$ cat src/rtl/glos_pkg.sv
// Shared types and constants of the grid line-of-sight checker.
// Used by glos_ctrl, glos_dp and grid_line_of_sight_check_unit; no dependencies.
`default_nettype none

package glos_pkg;

    localparam int S_TDATA_W = 152;
    localparam int M_TDATA_W = 8;
    localparam int CFG_IDX_W = 3;
    localparam int CFG_DATA_W = 32;

    localparam logic [CFG_IDX_W-1:0] CFG_CELLS_WIDE = 3'd0;
    localparam logic [CFG_IDX_W-1:0] CFG_CELLS_DEEP = 3'd1;
    localparam logic [CFG_IDX_W-1:0] CFG_INV_SIDE   = 3'd2;
    localparam logic [CFG_IDX_W-1:0] CFG_CENTER_X   = 3'd3;
    localparam logic [CFG_IDX_W-1:0] CFG_CENTER_Z   = 3'd4;

    localparam logic [8:0]  RST_CELLS  = 9'd256;
    localparam logic [23:0] RST_INV    = 24'd655360;

    localparam logic signed [63:0] HALF_Q32 = 64'sh0000_0000_8000_0000;

    // coordinate sequence: four multiplies, the last clamp in the cycle after the last multiply
    localparam logic [2:0] COORD_LAST = 3'd4;

    typedef enum logic [2:0] {
        ST_CLEAR,
        ST_IDLE,
        ST_COORD,
        ST_SETUP,
        ST_MULT,
        ST_READ,
        ST_CHECK
    } state_t;

    typedef struct packed {
        logic       clear;
        logic       wr_item;
        logic       load;
        logic       mul_en;
        logic [1:0] mul_sel;
        logic       clamp_en;
        logic [1:0] clamp_sel;
        logic       setup;
        logic       mul_step;
        logic       walk_step;
        logic       push;
    } cmd_t;

    typedef struct packed {
        logic clear_last;
        logic mul_done;
        logic walk_done;
        logic out_free;
    } sts_t;

endpackage

`default_nettype wire

$ cat src/rtl/glos_ctrl.sv
// Controller state machine of the grid line-of-sight checker.
// Depends on glos_pkg; drives glos_dp through cmd_t and reads sts_t.
`default_nettype none

module glos_ctrl (
    input  wire logic          aclk,
    input  wire logic          aresetn,
    input  wire logic          s_tvalid,
    input  wire logic          s_action,
    output logic               s_tready,
    output glos_pkg::cmd_t     cmd,
    input  wire glos_pkg::sts_t sts
);

    glos_pkg::state_t state_reg, state_next;
    logic [2:0] cnt_reg, cnt_next;

    always_ff @(posedge aclk) begin
        if (!aresetn) begin
            state_reg <= glos_pkg::ST_CLEAR;
            cnt_reg   <= '0;
        end else begin
            state_reg <= state_next;
            cnt_reg   <= cnt_next;
        end
    end

    always_comb begin
        state_next = state_reg;
        cnt_next   = cnt_reg;
        cmd        = '0;
        s_tready   = 1'b0;
        case (state_reg)
            glos_pkg::ST_CLEAR: begin
                cmd.clear = 1'b1;
                if (sts.clear_last) begin
                    state_next = glos_pkg::ST_IDLE;
                end
            end
            glos_pkg::ST_IDLE: begin
                s_tready = 1'b1;
                cnt_next = '0;
                if (s_tvalid && s_action) begin
                    cmd.load   = 1'b1;
                    state_next = glos_pkg::ST_COORD;
                end else if (s_tvalid) begin
                    cmd.wr_item = 1'b1;
                end
            end
            glos_pkg::ST_COORD: begin
                cmd.mul_en    = (cnt_reg != glos_pkg::COORD_LAST);
                cmd.mul_sel   = cnt_reg[1:0];
                cmd.clamp_en  = (cnt_reg != 3'd0);
                cmd.clamp_sel = 2'(cnt_reg - 3'd1);
                cnt_next      = cnt_reg + 3'd1;
                if (cnt_reg == glos_pkg::COORD_LAST) begin
                    state_next = glos_pkg::ST_SETUP;
                end
            end
            glos_pkg::ST_SETUP: begin
                cmd.setup  = 1'b1;
                state_next = glos_pkg::ST_MULT;
            end
            glos_pkg::ST_MULT: begin
                if (sts.mul_done) begin
                    state_next = glos_pkg::ST_READ;
                end else begin
                    cmd.mul_step = 1'b1;
                end
            end
            glos_pkg::ST_READ: begin
                state_next = glos_pkg::ST_CHECK;
            end
            glos_pkg::ST_CHECK: begin
                if (sts.walk_done) begin
                    if (sts.out_free) begin
                        cmd.push   = 1'b1;
                        state_next = glos_pkg::ST_IDLE;
                    end
                end else begin
                    cmd.walk_step = 1'b1;
                end
            end
            default: begin
                state_next = glos_pkg::ST_CLEAR;
            end
        endcase
    end

endmodule

`default_nettype wire

$ cat config.mk
export PLATFORM = sky130hd
export DESIGN_NAME = glos_ctrl
export DESIGN_NICKNAME = d
export VERILOG_FILES = /design/src/rtl/glos_pkg.sv /design/src/rtl/glos_ctrl.sv
export SDC_FILE = /design/constraint.sdc
export NUM_CORES = 1
export LEC_CHECK = 0
export BUFFER_PORTS_ARGS = -buffer_cell sky130_fd_sc_hd__buf_2
export CAP_MARGIN = 40
export CORE_AREA = 4 4 41 43
export CTS_BUF_LIST = sky130_fd_sc_hd__clkbuf_4 sky130_fd_sc_hd__clkbuf_8
export CTS_CLUSTER_DIAMETER = 100
export DETAILED_ROUTE_END_ITERATION = 8
export DIE_AREA = 0 0 45 47
export GPL_TIMING_DRIVEN = 0
export HOLD_SLACK_MARGIN = 0.1
export PLACE_DENSITY = 0.62
export RECOVER_POWER = 100
export SYNTH_ARGS = -nofsm -noshare
export SYNTH_HDL_FRONTEND = slang
export SYNTH_SLANG_ARGS = --single-unit
$ cat constraint.sdc
create_clock -name aclk -period 2.48 [get_ports aclk]
set_clock_uncertainty 0.15 [all_clocks]
set_input_delay 0.496 -clock aclk [delete_from_list [all_inputs] [get_ports aclk]]
set_output_delay 0.496 -clock aclk [all_outputs]
set_load 0.01 [all_outputs]
# [Word level (Yosys, flattened, before mapping)]
# Cells that the tools add are included.
[totals] reg_bits=6 input_bits=8 out_inout_bits=14 elab_cells=45
[classes] eq_ne=14 reduce_logical=5 muxes=22 add_sub_neg=2
[op_table] op="$pmux W3 S7" count=1
[op_table] op="$mux W3" count=6
[op_table] op="$eq A3 B3 Y1 const B" count=4
[op_table] op="$ne A2 B2 Y1 const B" count=6
[op_table] op="$mux W1" count=11
[op_table] op="$eq A3 B2 Y1 const B" count=2
[op_table] op="$mux W6" count=1
[op_table] op="$pmux W3 S2" count=1
[op_table] op="$reduce_and A6 Y1" count=1
[op_table] op="$mux W2" count=2
[op_table] op="$add A3 B1 Y3 const B" count=1
[op_table] op="$eq A3 B1 Y1 const B" count=1
[op_table] op="$logic_not A3 Y1" count=1
[op_table] op="$ne A3 B3 Y1 const B" count=1
[op_table] op="$reduce_bool A3 Y1" count=1
[op_table] op="$reduce_bool A2 Y1" count=1
[op_table] op="$sub A2 B1 Y2 const B" count=1
[op_table] op="$logic_and A1 B1 Y1" count=1

# [Logic depth before layout (Yosys ltp)]
# Gate-level depths: netlist of the first run.
[logic_depth] ltp_word=3 mapped_depth=5 mapped_depth_nobuf=4

# [Least setup slack after synthesis of the first run]
# No wires, ideal clock.
[synth_timing] path_type="flip-flop to output port" start="reg state_reg[0]" end="out cmd[6] (netlist bit)" arrival_ns=1.107 path_stages_with_launch=5 required_ns=1.834 n_path_buf=2 slack_ns=0.727 cell_sequence="dfxtp_1 buf_6 or3b_1 buf_2 a21oi_1"
[synth_rtl] item="from (decl)" line_no="glos_ctrl.sv:15" rtl="glos_pkg::state_t state_reg, state_next;"
[synth_rtl] item="from (signal assigned)" line_no="glos_ctrl.sv:20" rtl="state_reg <= glos_pkg::ST_CLEAR;"
[synth_rtl] item="from (signal assigned)" line_no="glos_ctrl.sv:23" rtl="state_reg <= state_next;"
[synth_rtl] item="to (decl)" line_no="glos_ctrl.sv:11" rtl="output glos_pkg::cmd_t cmd,"

==> results of run 1 <==
==> Yosys cell counts, types with 2 or more instances <==
cell,n
nand2b_1,2
nand2_1,8
nand3_1,2
ha_1,2
a21oi_1,5
inv_1,5
buf_4,2
dfxtp_1,6
nor2_1,7
nor3b_2,2
o21ai_0,2
buf_6,2
==> area by class of cell <==
cell class / instances / area, µm² / share of cell area [%]
Tap cell: 15 / 18.8 / 3.18
Sequential cell: 6 / 120 / 20.4
Clock buffer: 3 / 22.5 / 3.82
Inverter: 5 / 18.8 / 3.18
Buffer: 5 / 37.5 / 6.37
Timing Repair Buffer: 21 / 93.8 / 15.9
Multi-Input combinational cell: 45 / 278 / 47.1
==> critical path, cell delays in order (launching register included) <==
cell and delay [ps]:
dfxtp_1 300, buf_6 130, or3b_1 350, clkbuf_1 170
a21oi_1 220, buf_2 170
==> per-layer routing <==
| metal | global-route usage (%) | part of all wire (%) |
|---|---|---|
| met1 | 12.8 | 47 |
| met2 | 18.1 | 49 |
| met3 | 4.60 | 4.4 |
| met4 | 3.51 | 0 |
| met5 | 0 | 0 |
==> logic make-up (layout without fill, tap and decap cells) <==
kind of cell | Yosys count | after routing | synth area share [%]
flip-flops | 6 | 6 | 25.5
adder cells (fa/ha/maj) | 2 | 2 | 5.32
multiplexers | 1 | 1 | 2.39
AO/OA/AOI/OAI | 14 | 14 | 21.3
AND/OR/NAND/NOR | 28 | 28 | 32.4
buffers and inverters | 10 | 34 | 13.0
==> per-stage QoR <==
step	area, µm²	utilization (%)	power, W	hold WS [ps]	setup WS (ps)
4_1_cts	617	47.4	0.000487	354	356
6_report	589	45.3	0.000462	346	255
3_3_place_gp	594	45.7	0.000391	315	625
2_1_floorplan	470	-	0.000318	304	727
3_5_place_dp	594	45.7	0.000393	348	625
5_1_grt	589	45.3	0.000505	374	163
==> power by group <==
| group | switching (W) | internal (W) | leakage (nW) |
|---|---|---|---|
| sequential | 0.0000104 | 0.000115 | 0.0489 |
| clock | 0.0000339 | 0.0000546 | 0.0138 |
| combinational | 0.000139 | 0.000109 | 0.208 |
==> final timing paths <==
kind                  end  cells after the start
max                cmd[9]                      5
min            cnt_reg[0]                      2
max reg2reg  state_reg[0]                      4
min reg2reg    cnt_reg[0]                      2
==> flow_summary.ini, run 1 <==
[setup_path]
crit_arrival_ps = 1580
path_class = reg2out
r2r_slack_ps = 910
startpoint = state_reg[0]
start_kind = register
worstPathMaxFanout = 10
crit_required_ps = 1830
reg2reg_from = state_reg[2]
cp-end-kind = primary output

[pwr]
ir_drop_v = 0.000324
power_density_nw_per_um2 = 784
p_leak_nw = 0.271

[synth]
async_flop_share_pct = 0
yosysWarnings = 0
synth_edf_count = 0
netlist.area_leader.share_pct = 25.5
synth-seq-area-share_pct = 25.5
yosysUniqueCellTypes = 28
synth.net_count = 71
synthCells = 61
synth_area_per_cell_um2 = 7.71
synth-seq-cells = 6
synthTopCellsByArea = dfxtp_1 26%, nand2_1 6.4%, nor2_1 5.6%, a21oi_1 5.3%, ha_1 5.3%
yosys.area.top_type = dfxtp_1
synth_flop_cell = dfxtp_1
netlist_area_um2 = 470

[final_layout]
layout_common_cells = 12 x buf_2, 11 x clkbuf_1, 8 x nand2_1, 7 x nor2_1
fillers = 157
final_common_cell = buf_2
final_cells = 100
fin_nets = 97
drive_above_1_share_pct = 24.7
area_growth_pct = 25.3
antenna_cells = 0

[grt]
grt_overflow_total = 0
antenna_found_initial = 0
grt_pass1_vias = 423
grt_pass1_wl_um = 1670
grt_max_degree = 11
grtUsageTotal_pct = 10.9

[outcome]
outcome = completed

[floorplan]
core.rowCount = 13
io_pins = 22
core_area_um2 = 1300
initial_core_util_pct = 36.2
fp.dieW_um = 45
die_area_um2 = 2120
die_height_um = 47

[sta]
maxSlewHeadroom_pct = 73.1
worst_pin_slew_ps = 403
min_period_over_period_pct = 89.7
clock.fmax_ghz = 0.449
rsz0062_at_grt = no
final-hold-violation-count = 0
fin_setup_tns_ps = 0
slew_violations = 0
timing.final.setup_violations = 0
period_minus_slack_ps = 2220

[placed_design]
dp.cells = 97
port_buffers = 21
hpwlAfterDp_um = 847
gp_congestion = 0.746

[min_path]
hp-class = reg2reg
hold_start = cnt_reg[0]

[detailed_routing]
post_drt_wl_per_cell_um = 10.6
wl_um = 1060
drtIter0Drc = 11
first_pass_iters = 4
drcViolationCount = 0
postRouteAntennaNets = 0
num_vias = 473
vias_per_cell = 4.73

[clocking]
cts_made_buffers = 3
insertion_delay_ps = 240
cts_tree = yes
clkSlewWorstSetupHoldPaths_ps = 40
cts.hold.buffers_added = 0
cts.sinks = 6
cts_setup_buffers = 0
cts_resized = 0
clock_path_buffers = 2
cts_max_level = 1
root_buffer = clkbuf_4

[flow_run]
maxCapViolCount = 0
No activity file was read; power rests on OpenSTA's default activity.
==> inputs of run 2 (changes only) <==
--- a/config.mk
+++ b/config.mk
@@ -7,14 +7,16 @@
 export LEC_CHECK = 0
 export BUFFER_PORTS_ARGS = -buffer_cell sky130_fd_sc_hd__buf_2
 export CAP_MARGIN = 40
-export CORE_AREA = 4 4 41 43
+export CELL_PAD_IN_SITES_DETAIL_PLACEMENT = 0
+export CELL_PAD_IN_SITES_GLOBAL_PLACEMENT = 2
+export CORE_MARGIN = 4
+export CORE_UTILIZATION = 26
 export CTS_BUF_LIST = sky130_fd_sc_hd__clkbuf_4 sky130_fd_sc_hd__clkbuf_8
 export CTS_CLUSTER_DIAMETER = 100
 export DETAILED_ROUTE_END_ITERATION = 8
-export DIE_AREA = 0 0 45 47
 export GPL_TIMING_DRIVEN = 0
 export HOLD_SLACK_MARGIN = 0.1
-export PLACE_DENSITY = 0.62
+export PLACE_DENSITY = 0.82
 export RECOVER_POWER = 100
 export SYNTH_ARGS = -nofsm -noshare
 export SYNTH_HDL_FRONTEND = slang
==> flow_summary.ini, run 2 (synthesis gave the netlist of run 1 again) <==
[clocking]
cts_setup_buffers = 0
cts_made_buffers = 3
clkSlewWorstSetupHoldPaths_ps = 50
cts_tree = yes
clock_path_buffers = 2
cts.sinks = 6
cts.hold.buffers_added = 0
insertion_delay_ps = 250
cts_resized = 0
cts_max_level = 1
root_buffer = clkbuf_4

[sta]
final-hold-violation-count = 0
worst_pin_slew_ps = 571
maxSlewHeadroom_pct = 61.9
holdWs_ps = 330
period_minus_slack_ps = 2190
fin_setup_tns_ps = 0
min_period_over_period_pct = 88.4
worst_slack_ps = 287
clock.fmax_ghz = 0.456
rsz0062_at_grt = no
slew_violations = 0
timing.final.setup_violations = 0

[detailed_routing]
first_pass_iters = 3
num_vias = 476
post_drt_wl_per_cell_um = 10.1
wl_um = 1110
vias_per_cell = 4.33
drcViolationCount = 0
drtIter0Drc = 7
postRouteAntennaNets = 0

[grt]
grt_overflow_total = 0
grtUsageTotal_pct = 9.58
grt_max_degree = 11
grt_pass1_vias = 433
grt_pass1_wl_um = 1820
antenna_found_initial = 0

[flow_run]
maxCapViolCount = 0

[final_layout]
fin_nets = 97
layout_common_cells = 12 x buf_2, 10 x clkbuf_1, 8 x nand2_1, 7 x nor2_1
drive_above_1_share_pct = 24.7
final_cells = 110
area_growth_pct = 27.7
antenna_cells = 0
final_common_cell = buf_2

[min_path]
hp-class = reg2reg
whs_path_depth = 2
hold_start = cnt_reg[0]
hold-path-endpoint = cnt_reg[0]

[setup_path]
startpoint = state_reg[0]
cp-end-kind = primary output
worstPathMaxFanout = 10
rr_worst_depth = 4
r2r-end = state_reg[1]
crit_required_ps = 1830
r2r_slack_ps = 960
start_kind = register
crit_arrival_ps = 1550
reg2reg_from = state_reg[0]
path_class = reg2out

[pwr]
ir_drop_v = 0.000281
power.total_w = 0.000462
p_leak_nw = 0.272
power_density_nw_per_um2 = 770

[placed_design]
dp.cells = 107
port_buffers = 21
hpwlAfterDp_um = 876
dp_slack_ps = 620
gp_congestion = 0.689

[floorplan]
core_area_um2 = 1730
core.rowCount = 15
die_area_um2 = 2550
io_pins = 22
fp.dieW_um = 50.5
die_height_um = 50.5
initial_core_util_pct = 27.2

[outcome]
outcome = completed
==> run 2: worst max-delay path by stage <==
stage / to / depth (start not counted)
2_1_floorplan: cmd[6] / 4
3_3_place_gp: cmd[9] / 5
3_5_place_dp: cmd[4] / 6
4_1_cts: cmd[4] / 6
5_1_grt: cmd[10] / 4
6_report: cmd[9] / 5
==> run 2: cell type report <==
class                   count  area, µm²
clock buffers               3       22.5
well taps                  25       31.3
repair buffers             21       93.8
multi-input cells          45        273
fillers                   219       1130
plain buffers               5       41.3
flip-flops and latches      6        120
inverters                   5       18.8
==> run 2: where the power goes <==
part / leakage (nW) / switching (W) / internal, W
combinational: 0.209 / 0.000138 / 0.000107
clock: 0.0138 / 0.0000374 / 0.0000549
sequential: 0.0489 / 0.0000102 / 0.000115
==> run 2: metal layers <==
| metal | share of wire (%) | track usage [%] | vias to the layer above |
|---|---|---|---|
| li1 | - | - | 254 |
| met1 | 45 | 10.6 | 208 |
| met2 | 47 | 16.3 | 12 |
| met3 | 7.2 | 5.34 | 2 |
| met4 | 0.72 | 1.35 | 0 |
| met5 | 0 | 0 | - |
==> run 2: worst max-delay path: stages (launching register included) <==
cell and delay [ps]:
dfxtp_1 300, buf_6 130, or3b_1 340, clkbuf_1 170
a21oi_1 200, buf_2 160
==> run 2: per-stage QoR <==
stage | cell area, µm² | utilization [%]
2_1_floorplan | 470 | -
3_3_place_gp | 607 | 35.1
3_5_place_dp | 607 | 35.1
4_1_cts | 629 | 36.4
5_1_grt | 601 | 34.8
6_report | 601 | 34.8
==> inputs of run 3 (changes only) <==
--- a/config.mk
+++ b/config.mk
@@ -9,6 +9,7 @@
 export CAP_MARGIN = 40
 export CELL_PAD_IN_SITES_DETAIL_PLACEMENT = 0
 export CELL_PAD_IN_SITES_GLOBAL_PLACEMENT = 2
+export CORE_ASPECT_RATIO = 1.2
 export CORE_MARGIN = 4
 export CORE_UTILIZATION = 26
 export CTS_BUF_LIST = sky130_fd_sc_hd__clkbuf_4 sky130_fd_sc_hd__clkbuf_8
@@ -16,7 +17,7 @@
 export DETAILED_ROUTE_END_ITERATION = 8
 export GPL_TIMING_DRIVEN = 0
 export HOLD_SLACK_MARGIN = 0.1
-export PLACE_DENSITY = 0.82
+export PLACE_DENSITY_LB_ADDON = 0.1
 export RECOVER_POWER = 100
 export SYNTH_ARGS = -nofsm -noshare
 export SYNTH_HDL_FRONTEND = slang
==> flow_summary.ini, run 3 (synthesis gave the netlist of run 1 again) <==
[placed_design]
port_buffers = 21
dpl_cell_area_um2 = 598
gp_congestion = 0.655
hpwlAfterDp_um = 946

[detailed_routing]
vias_per_cell = 4.73
wl_um = 1160
num_vias = 487
drtIter0Drc = 3
first_pass_iters = 4
drcViolationCount = 0
postRouteAntennaNets = 0
post_drt_wl_per_cell_um = 11.3

[grt]
grt_pass1_wl_um = 1950
grt_pass1_vias = 438
antenna_found_initial = 0
grtUsageTotal_pct = 11.0
grt_max_degree = 11
grt_overflow_total = 0

[sta]
maxSlewHeadroom_pct = 72.0
slew_violations = 0
clock.fmax_ghz = 0.456
worst_pin_slew_ps = 419
period_minus_slack_ps = 2190
min_period_over_period_pct = 88.5
rsz0062_at_grt = no
final-hold-violation-count = 0
timing.final.setup_violations = 0
fin_setup_tns_ps = 0

[setup_path]
worstPathMaxFanout = 10
cp-end-kind = primary output
critPathSlowestCell = nor3b_2
worstPathCellList = clkbuf_1 -> nor3b_2 -> nand2_1 -> inv_1 -> buf_4 -> buf_2
crit_required_ps = 1830
crit_arrival_ps = 1550
path_class = reg2out
cpPeakStageDelay_ps = 380
start_kind = register

[floorplan]
io_pins = 22
die_area_um2 = 2560
initial_core_util_pct = 28.0
core_area_um2 = 1680
core.rowCount = 16
fp.dieW_um = 46.8
die_height_um = 54.6

[final_layout]
layout_common_cells = 13 x clkbuf_1, 10 x buf_2, 8 x nand2_1, 7 x nor2_1, 6 x dfxtp_1
final_common_cell = clkbuf_1
area_growth_pct = 27.9
fillers = 202
fin_nets = 97
register_area_um2 = 120
fin_area_um2 = 602
drive_above_1_share_pct = 23.5
multi_input_area_um2 = 289
antenna_cells = 0

[pwr]
power_density_nw_per_um2 = 783
p_leak_nw = 0.264
ir_drop_v = 0.000277

[clocking]
cts_setup_buffers = 0
cts_max_level = 1
cts_resized = 0
cts.sinks = 6
cts_made_buffers = 3
root_buffer = clkbuf_4
cts.hold.buffers_added = 0
clkSlewWorstSetupHoldPaths_ps = 50
insertion_delay_ps = 240
clock_path_buffers = 2
cts_tree = yes

[flow_run]
maxCapViolCount = 0

[outcome]
outcome = completed

[min_path]
hp-class = reg2reg
[run 3: cell types whose count changed in the layout (fill, tap and decap cells not counted), sizes merged]
cell / delta
buf: -3
clkbuf: +3
[run 3: layout make-up]
| cell class | instances | area share (%) |
|---|---|---|
| clock buffer | 3 | 3.74 |
| timing repair buffer | 21 | 15.2 |
| sequential | 6 | 20.0 |
| inverter | 5 | 3.12 |
| multi-input combinational | 45 | 48.0 |
| buffer | 5 | 6.24 |
| tap | 18 | 3.74 |
[run 3: path summary, 6_finish.rpt]
| check | start | to | slack [ps] | cells after the start |
|---|---|---|---|---|
| setup reg to reg | state_reg[2] | state_reg[0] | 880 | 4 |
| setup / recovery | state_reg[2] | cmd[4] | 290 | 6 |
| hold reg to reg | cnt_reg[0] | cnt_reg[0] | 330 | 2 |
| hold / removal | cnt_reg[0] | cnt_reg[0] | 330 | 2 |
[run 3: per-layer routing]
layer | GRT usage [%] | up-vias | share of wire [%]
met1 | 13.7 | 217 | 44
met5 | 0 | - | 0
met3 | 1.97 | 2 | 7.0
li1 | - | 253 | -
met4 | 6.91 | 0 | 1.6
met2 | 17.0 | 15 | 47
[run 3: power by group]
part	leakage (nW)	internal [W]	switching, W
clock network	0.0138	0.0000547	0.0000352
registers	0.0489	0.000115	0.0000103
logic	0.201	0.000109	0.000147
total	0.264	0.000279	0.000192
[run 3: worst max-delay path, delay by kind of cell (launching register included)]
family	cells	cell delay (ps)
simple gates	2	500
buf+inv	4	480
flops	1	320
[run 3: metrics by stage]
stage	std cells	power [W]	hold WS [ps]	setup slack [ps]	util [%]
2_1_floorplan	61	0.000318	304	727	-
3_3_place_gp	100	0.000398	322	625	35.6
3_5_place_dp	100	0.000399	334	624	35.6
4_1_cts	103	0.000494	340	349	36.9
5_1_grt	103	0.000517	395	133	35.8
6_report	103	0.000471	335	285	35.8
